`config.mk`:
```
export PLATFORM = sky130hd
export DESIGN_NAME = line_edit_buffer
export DESIGN_NICKNAME = d
export VERILOG_FILES = /design/src/sv/leb_pkg.sv /design/src/sv/line_edit_buffer.sv /design/src/sv/leb_ram.sv /design/src/sv/leb_ctrl.sv /design/src/sv/leb_out.sv
export SDC_FILE = /design/constraint.sdc
export NUM_CORES = 2
export LEC_CHECK = 0
export BUFFER_PORTS_ARGS = -buffer_cell sky130_fd_sc_hd__clkbuf_2
export CAP_MARGIN = 20
export CORE_ASPECT_RATIO = 0.75
export CORE_MARGIN = 5
export CORE_UTILIZATION = 59
export CTS_BUF_LIST = sky130_fd_sc_hd__clkbuf_4
export CTS_CLUSTER_DIAMETER = 50
export DETAILED_ROUTE_END_ITERATION = 10
export MAX_ROUTING_LAYER = met4
export PLACE_DENSITY = 0.77
export SLEW_MARGIN = 20
export SYNTH_ARGS = -nofsm -noshare
export SYNTH_HDL_FRONTEND = slang
export SYNTH_SLANG_ARGS = --single-unit
```
`constraint.sdc`:
```
create_clock -name i_clk -period 7.7 [get_ports i_clk]
set_input_delay 1.155 -clock i_clk [delete_from_list [all_inputs] [get_ports i_clk]]
set_output_delay 1.155 -clock i_clk [all_outputs]
set_load 0.02 [all_outputs]
```
`src/sv/leb_pkg.sv`:
```
// ----------------------------------------------------------------------------
// leb_pkg: shared definitions for the line edit buffer
// Line store sizing, result kinds, control characters and the result struct
// passed from the editor control to the output register.
// ----------------------------------------------------------------------------
package leb_pkg;

    // Line store sizing
    localparam int LINE_BYTES = 256;
    localparam int ADDR_W     = $clog2(LINE_BYTES);
    localparam int FILL_W     = $clog2(LINE_BYTES + 1);

    // Result kinds
    typedef enum logic [2:0] {
        KIND_NONE    = 3'd0,
        KIND_ECHO    = 3'd1,
        KIND_BELL    = 3'd2,
        KIND_ERASE   = 3'd3,
        KIND_NEWLINE = 3'd4,
        KIND_DELIVER = 3'd5,
        KIND_EOI     = 3'd6,
        KIND_REFUSED = 3'd7
    } t_kind;

    // Input commands
    localparam logic CMD_CHAR  = 1'b0;
    localparam logic CMD_FETCH = 1'b1;

    // Control characters
    localparam logic [7:0] CH_EOT  = 8'h04;
    localparam logic [7:0] CH_BS   = 8'h08;
    localparam logic [7:0] CH_LF   = 8'h0A;
    localparam logic [7:0] CH_CR   = 8'h0D;
    localparam logic [7:0] CH_KILL = 8'h15;
    localparam logic [7:0] CH_DEL  = 8'h7F;

    // Erase count saturates at this value
    localparam logic [7:0] ERASE_MAX = 8'hFF;

    // One result as computed at input transfer time
    typedef struct packed {
        t_kind      kind;
        logic [7:0] data;        // zero when the byte comes from the store
        logic [7:0] erase_count;
    } t_result;

endpackage

```
`src/sv/line_edit_buffer.sv`:
```
// ----------------------------------------------------------------------------
// line_edit_buffer: terminal line editor with a line store
// Canonical line editing with echo, erase and kill, and in-order delivery
// of the finished line on fetch requests.
// ----------------------------------------------------------------------------
// Usage:
//   Input channel (i_in_valid / o_in_stall): i_cmd = 0 sends a received
//   character in i_rx_char, i_cmd = 1 asks for the next byte of a finished
//   line. Output channel (o_out_valid / i_out_stall): one result per input
//   transfer, in o_kind, o_data and o_erase_count.
//   Results are registered: a result is valid in the cycle after its input
//   transfer. One item is taken per cycle while the output is not stalled;
//   the line store has one write and one registered read port, and edit
//   writes and drain reads never share a cycle, so no access waits.
//   Stall: while a result waits under i_out_stall, o_in_stall is high and
//   no new item is taken; the store read data holds with the result.
//   Reset (i_rst_n low, synchronous): the block is in editing mode with an
//   empty line and no result pending. The store itself is not cleared;
//   only bytes written in the current line are ever delivered.
// ----------------------------------------------------------------------------
module line_edit_buffer
    import leb_pkg::*;
(
    input  logic       i_clk,
    input  logic       i_rst_n,
    input  logic       i_in_valid,
    output logic       o_in_stall,
    input  logic       i_cmd,
    input  logic [7:0] i_rx_char,
    output logic       o_out_valid,
    input  logic       i_out_stall,
    output logic [2:0] o_kind,
    output logic [7:0] o_data,
    output logic [7:0] o_erase_count
);

    logic              take;
    logic              busy;
    t_result           result;
    logic              we;
    logic [ADDR_W-1:0] waddr;
    logic [7:0]        wdata;
    logic              re;
    logic [ADDR_W-1:0] raddr;
    logic [7:0]        rdata;

    // Input transfer
    assign o_in_stall = busy;
    assign take       = i_in_valid && !busy;

    leb_ctrl u_ctrl (
        .i_clk     (i_clk),
        .i_rst_n   (i_rst_n),
        .i_take    (take),
        .i_cmd     (i_cmd),
        .i_rx_char (i_rx_char),
        .o_result  (result),
        .o_we      (we),
        .o_waddr   (waddr),
        .o_wdata   (wdata),
        .o_re      (re),
        .o_raddr   (raddr)
    );

    leb_ram #(
        .WIDTH (8),
        .DEPTH (LINE_BYTES)
    ) u_store (
        .i_clk   (i_clk),
        .i_we    (we),
        .i_waddr (waddr),
        .i_wdata (wdata),
        .i_re    (re),
        .i_raddr (raddr),
        .o_rdata (rdata)
    );

    leb_out u_out (
        .i_clk         (i_clk),
        .i_rst_n       (i_rst_n),
        .i_load        (take),
        .i_result      (result),
        .i_rdata       (rdata),
        .i_out_stall   (i_out_stall),
        .o_busy        (busy),
        .o_out_valid   (o_out_valid),
        .o_kind        (o_kind),
        .o_data        (o_data),
        .o_erase_count (o_erase_count)
    );

endmodule

```
`src/sv/leb_ram.sv`:
```
// ----------------------------------------------------------------------------
// leb_ram: generic single-write, single-read RAM
// One write port and one read port; read data is registered and holds
// its value while no read is enabled.
// ----------------------------------------------------------------------------
module leb_ram #(
    parameter int WIDTH = 8,
    parameter int DEPTH = 256
) (
    input  logic                     i_clk,
    input  logic                     i_we,
    input  logic [$clog2(DEPTH)-1:0] i_waddr,
    input  logic [WIDTH-1:0]         i_wdata,
    input  logic                     i_re,
    input  logic [$clog2(DEPTH)-1:0] i_raddr,
    output logic [WIDTH-1:0]         o_rdata
);

    logic [WIDTH-1:0] r_mem [DEPTH];
    logic [WIDTH-1:0] r_rdata;

    // Storage array and registered read
    always_ff @(posedge i_clk) begin
        if (i_we) begin
            r_mem[i_waddr] <= i_wdata;
        end
        if (i_re) begin
            r_rdata <= r_mem[i_raddr];
        end
    end

    assign o_rdata = r_rdata;

endmodule

```
`src/sv/leb_ctrl.sv`:
```
// ----------------------------------------------------------------------------
// leb_ctrl: line editor control
// Holds the mode, fill count, read position and remaining count. Decides
// the result of each transfer and drives the line store write and read.
// ----------------------------------------------------------------------------
module leb_ctrl
    import leb_pkg::*;
(
    input  logic              i_clk,
    input  logic              i_rst_n,
    input  logic              i_take,      // input transfer this cycle
    input  logic              i_cmd,
    input  logic [7:0]        i_rx_char,
    output t_result           o_result,
    output logic              o_we,
    output logic [ADDR_W-1:0] o_waddr,
    output logic [7:0]        o_wdata,
    output logic              o_re,
    output logic [ADDR_W-1:0] o_raddr
);

    typedef enum logic {
        MODE_EDIT,
        MODE_DRAIN
    } t_mode;

    t_mode             r_mode,   n_mode;
    logic [FILL_W-1:0] r_fill,   n_fill;
    logic [FILL_W-1:0] r_rpos,   n_rpos;
    logic [FILL_W-1:0] r_remain, n_remain;
    logic [7:0]        kill_count;

    // Ctrl-U count, saturated to the 8-bit field
    always_comb begin
        if (32'(r_fill) > 32'(ERASE_MAX)) begin
            kill_count = ERASE_MAX;
        end else begin
            kill_count = 8'(r_fill);
        end
    end

    // Next state, result and store access for one item
    always_comb begin
        n_mode   = r_mode;
        n_fill   = r_fill;
        n_rpos   = r_rpos;
        n_remain = r_remain;
        o_result = '{kind: KIND_REFUSED, data: 8'h00, erase_count: 8'h00};
        o_we     = 1'b0;
        o_waddr  = r_fill[ADDR_W-1:0];
        o_wdata  = i_rx_char;
        o_re     = 1'b0;
        o_raddr  = r_rpos[ADDR_W-1:0];

        unique case (r_mode)
            MODE_DRAIN: begin
                if (i_cmd == CMD_FETCH) begin
                    if (r_remain == '0) begin
                        // empty finished line: end of input
                        o_result.kind = KIND_EOI;
                        n_mode        = MODE_EDIT;
                        n_fill        = '0;
                        n_rpos        = '0;
                    end else begin
                        // byte arrives from the registered store read in the next cycle
                        o_result.kind = KIND_DELIVER;
                        o_re          = 1'b1;
                        n_rpos        = r_rpos + FILL_W'(1);
                        n_remain      = r_remain - FILL_W'(1);
                        if (r_remain == FILL_W'(1)) begin
                            n_mode = MODE_EDIT;
                            n_fill = '0;
                            n_rpos = '0;
                        end
                    end
                end
            end
            MODE_EDIT: begin
                if (i_cmd == CMD_CHAR) begin
                    case (i_rx_char) inside
                        CH_EOT: begin
                            o_result.kind = KIND_NONE;
                            n_mode        = MODE_DRAIN;
                            n_remain      = r_fill;
                            n_rpos        = '0;
                        end
                        CH_CR, CH_LF: begin
                            o_result.kind = KIND_NEWLINE;
                            o_result.data = CH_LF;
                            o_wdata       = CH_LF;
                            n_mode        = MODE_DRAIN;
                            n_rpos        = '0;
                            n_remain      = r_fill;
                            if (32'(r_fill) < LINE_BYTES) begin
                                o_we     = 1'b1;
                                n_fill   = r_fill + FILL_W'(1);
                                n_remain = r_fill + FILL_W'(1);
                            end
                        end
                        CH_BS, CH_DEL: begin
                            if (r_fill == '0) begin
                                o_result.kind = KIND_NONE;
                            end else begin
                                o_result.kind        = KIND_ERASE;
                                o_result.erase_count = 8'd1;
                                n_fill               = r_fill - FILL_W'(1);
                            end
                        end
                        CH_KILL: begin
                            if (r_fill == '0) begin
                                o_result.kind = KIND_NONE;
                            end else begin
                                o_result.kind        = KIND_ERASE;
                                o_result.erase_count = kill_count;
                                n_fill               = '0;
                            end
                        end
                        default: begin
                            // ordinary character: store and echo, bell when full
                            if (r_fill >= FILL_W'(LINE_BYTES - 1)) begin
                                o_result.kind = KIND_BELL;
                            end else begin
                                o_result.kind = KIND_ECHO;
                                o_result.data = i_rx_char;
                                o_we          = 1'b1;
                                n_fill        = r_fill + FILL_W'(1);
                            end
                        end
                    endcase
                end
            end
            default: begin
                n_mode = MODE_EDIT;
            end
        endcase

        // nothing moves without a transfer
        if (!i_take) begin
            n_mode   = r_mode;
            n_fill   = r_fill;
            n_rpos   = r_rpos;
            n_remain = r_remain;
            o_we     = 1'b0;
            o_re     = 1'b0;
        end
    end

    // Editor state
    always_ff @(posedge i_clk) begin
        if (!i_rst_n) begin
            r_mode   <= MODE_EDIT;
            r_fill   <= '0;
            r_rpos   <= '0;
            r_remain <= '0;
        end else begin
            r_mode   <= n_mode;
            r_fill   <= n_fill;
            r_rpos   <= n_rpos;
            r_remain <= n_remain;
        end
    end

    // Fill count never exceeds the store
    a_fill_bound: assert property (@(posedge i_clk) disable iff (!i_rst_n)
        32'(r_fill) <= LINE_BYTES)
        else $error("fill count beyond line store");

    // While draining, delivered plus remaining bytes make up the line
    a_drain_sum: assert property (@(posedge i_clk) disable iff (!i_rst_n)
        (r_mode == MODE_DRAIN) |-> (32'(r_rpos) + 32'(r_remain) == 32'(r_fill)))
        else $error("read position and remaining count disagree with fill");

    // Editing keeps the read side cleared
    a_edit_clear: assert property (@(posedge i_clk) disable iff (!i_rst_n)
        (r_mode == MODE_EDIT) |-> (r_rpos == '0 && r_remain == '0))
        else $error("read state not cleared while editing");

    // Store is never written and read in the same cycle
    a_rw_excl: assert property (@(posedge i_clk) disable iff (!i_rst_n)
        !(o_we && o_re))
        else $error("line store written and read together");

endmodule

```
`src/sv/leb_out.sv`:
```
// ----------------------------------------------------------------------------
// leb_out: result register
// Holds one result until the receiver takes it; delivered bytes are taken
// from the line store read data, which holds while the result waits.
// ----------------------------------------------------------------------------
module leb_out
    import leb_pkg::*;
(
    input  logic       i_clk,
    input  logic       i_rst_n,
    input  logic       i_load,
    input  t_result    i_result,
    input  logic [7:0] i_rdata,
    input  logic       i_out_stall,
    output logic       o_busy,
    output logic       o_out_valid,
    output logic [2:0] o_kind,
    output logic [7:0] o_data,
    output logic [7:0] o_erase_count
);

    logic    r_valid, n_valid;
    t_result r_result;

    // Valid flag: set on load, cleared when the receiver takes the result
    always_comb begin
        n_valid = r_valid;
        if (i_load) begin
            n_valid = 1'b1;
        end else if (r_valid && !i_out_stall) begin
            n_valid = 1'b0;
        end
    end

    always_ff @(posedge i_clk) begin
        if (!i_rst_n) begin
            r_valid <= 1'b0;
        end else begin
            r_valid <= n_valid;
        end
    end

    // Payload, no reset needed
    always_ff @(posedge i_clk) begin
        if (i_load) begin
            r_result <= i_result;
        end
    end

    assign o_busy        = r_valid && i_out_stall;
    assign o_out_valid   = r_valid;
    assign o_kind        = r_result.kind;
    assign o_data        = (r_result.kind == KIND_DELIVER) ? i_rdata : r_result.data;
    assign o_erase_count = r_result.erase_count;

    // A waiting result is never overwritten
    a_no_overwrite: assert property (@(posedge i_clk) disable iff (!i_rst_n)
        i_load |-> !o_busy)
        else $error("result register loaded while stalled");

    // Erase count is zero for every kind but erase
    a_count_kind: assert property (@(posedge i_clk) disable iff (!i_rst_n)
        (r_valid && r_result.kind != KIND_ERASE) |-> (o_erase_count == 8'h00))
        else $error("erase count on non-erase result");

endmodule

```
==> metrics.txt <==
status=complete, no violations; crit path max-delay cell type=nand3_4; final hold vios=0; Filler cells=between 9000 and 10000; TritonCTS Buffers=around 470; xor and xnor area share after synthesis=0.00147; CTS clock-pin slew for the worst setup and hold paths=0.07 ns; cell family with the largest share of critical-path delay=simple AND/OR/NAND/NOR gates; Post-Place Setup Slack=between 2 and 2.5 ns; Simple-Gate Fraction of Synth Area=0.0357; Design Power=approximately 21 mW; met2 Usage GRT=0.427; total grt overflow=0; setup_tns=0 ns; largest family of logic cells by synthesized area=multiplexers; Final Util=0.650; root buf cell=clkbuf_4; Die Width=444 um; Skew-Pair Late Insertion Delay=about 1.4 ns; CP Class=register to register; post-layout min period=between 5 and 6 ns; Hold WC Path Type=input port to register; Max Clock Skew=0.0773 ns; initial antenna violation count=10; post-DR vias/cell=around 7; worst-path fanout max=20; Synth top area share=0.749; CP endpoint kind=register; Clock H-tree levels=5; area leader, netlist=edfxtp_1; port buffer count=33; die height=between 300 and 400 um; Slew HR=0.166; Detail Route Antenna Nets=0; GR Util met1=0.451; post-synthesis mux area share=0.147; syn avg cell area=between 15 and 20 sq um; synthesized instance count=4208; Rows=between 100 and 150; Yosys warning count=0; VDD IR-drop max=slightly above 0.2 mV; gr busiest metal=met1; top-count cell post-synth=edfxtp_1; die area=between 100000 and 150000 sq um; Max-cap violations=0; DR WL/cell=roughly 35 um; DR pass1 iterations=6; top post-synthesis cells by count=edfxtp_1 (2075), mux4_2 (440), nor2_1 (322); WHS=roughly 0.19 ns; Most used DFF post-synth=edfxtp_1; Worst Tran Pin Value=around 1.2 ns; Post-synth ARST share=0; count of cell types in the netlist=84; Setup Buffers After CTS=0; starting DRC count in detailed routing=between 8000 and 9000; CP arrival=between 5 and 6 ns; WP buf/inv=2; CTS tree=built; vias in the first global route=45000; Setup-failing EPs final=0; Post-synth EDFFs=around 2100; Clock Tree Buf Depth=4; LEAKAGE=between 20 and 30 nW; WL final=~230000 um; Required @ worst endpoint=~8.6 ns; GR Util met3=0.142; post-synthesis compound-gate area fraction=0.0396; post-synthesis sequential area ratio=0.755; Layout area overhead=9.54%; CP Cell Sequence=nand3_4 -> or2_2 -> inv_1 -> ha_1 -> nor2_1 -> o21a_1 -> a31oi_1 -> nor3_4 -> buf_4 -> nand2b_1 -> nor2_1; total track usage=0.325; final setup margin=~2.7 ns; Post-Syn Area=approximately 83000 sq um; placed wire-length estimate=between 100000 and 150000 um; Synth Area in Adders=0.00195; Core ar.=approximately 140000 sq um; Clock Sink Count=roughly 2100; post-route clock period utilization=0.655; final slew viol count=0; fraction of layout instances using a drive strength above 1=0.278; initial cell density of the core=0.593; IO Pins=34; startpoint types=register; peak per-stage delay on the critical path=about 0.90 ns; top cells by area, synth=edfxtp_1 (75%), mux4_2 (12%), mux2i_1 (2.6%); DR vias=approximately 47000; drt drc=0; largest net degree at the start of global routing=between 150 and 200; flops & latches, synth=2103; routability cong.=just under 1; first-pass GRT wire length=approximately 330000 um; RSZ-0062 raised after global routing=no; Final nets=approximately 4600; net count after synthesis=4234; Crit path top cell by count=nor2_1; top achievable clock speed=roughly 0.2 GHz; power density over the cells=between 200 and 250 nW/um^2
layer usage:
metal / vias up / part of all wire
li1: 18300 / -
met1: 23400 / 0.35
met2: 4792 / 0.42
met3: 613 / 0.18
met4: 0 / 0.040
met5: - / 0
tightest hold or removal path, stage by stage:
cell	delay, ns
clkbuf_2	0.08
and2_1	0.13
o21a_1	0.10
per-stage QoR:
step | cells | area (sq um)
floorplan | 4208 | 83200
global placement | 5944 | 85400
detailed placement | 5945 | 85400
CTS | 6752 | 91100
global route | 6760 | 91100
finish | 6767 | 91200
flip-flops by register name (all words and copies together) (netlist names), 3 cells and up:
name / count
u_ctrl.r_fill: 9
u_out.r_result: 8
u_out.o_kind: 3
u_ctrl.r_remain: 9
u_store.o_rdata: 8
u_out.o_erase_count: 8
u_ctrl.r_rpos: 8
u_store.r_mem: 2048
cell type report:
cell class	count	area, sq um	area share
inverter	16	60.1	0.000659
timing repair buffer	136	1190	0.0131
multi-input combinational	1816	19000	0.208
clock buffer	681	5110	0.0561
tap	1875	2350	0.0257
sequential	2103	62900	0.690
antenna	15	37.5	0.000412
clock inverter	125	551	0.00604
path summary, 6_finish.rpt:
check | from | end | slack (ns) | depth (start not counted)
max | u_ctrl.r_fill[2]$_SDFFE_PN0P_ | u_store.r_mem[242][6]$_DFFE_PP_ | 2.65 | 11
min | i_out_stall | u_out.o_out_valid$_SDFFE_PN0P_ | 0.19 | 3
max reg2reg | u_ctrl.r_fill[2]$_SDFFE_PN0P_ | u_store.r_mem[242][6]$_DFFE_PP_ | 2.65 | 11
min reg2reg | u_ctrl.r_remain[1]$_SDFFE_PN0P_ | u_ctrl.r_remain[1]$_SDFFE_PN0P_ | 0.49 | 2
logic make-up after synthesis:
family / count (synthesis)
xor+xnor: 14
compound gates: 474
mux: 674
fa+ha+maj: 13
simple gates: 641
flops: 2103
buf+inv: 289
repair_timing:
item	CTS	global route
endpoints found under the hold margin	1	0
resized for setup	0	0
hold buffers	1	0
report_power, final:
part,internal (mW),leakage (nW),switching (mW),total (mW)
Sequential,12.6,18.9,0.00736,12.6
Combinational,0.0473,5.48,0.322,0.369
Clock,4.10,3.40,4.24,8.35
Total,16.7,27.8,4.57,21.3
layout by cell type, fill, tap and decap left out, types with 49 or more instances in the layout:
cell type  netlist  routed
a22oi_1         65      65
nor2_1         322     318
a221oi_1        49      49
clkinv_1         1     100
edfxtp_1      2075    2075
mux4_2         440     440
buf_4           42      85
a21oi_1        107     107
mux2i_1        218     218
clkbuf_4         0     681
nand2_1        124     124
o21ai_0         57      56
No activity file was read; power rests on OpenSTA's default activity.
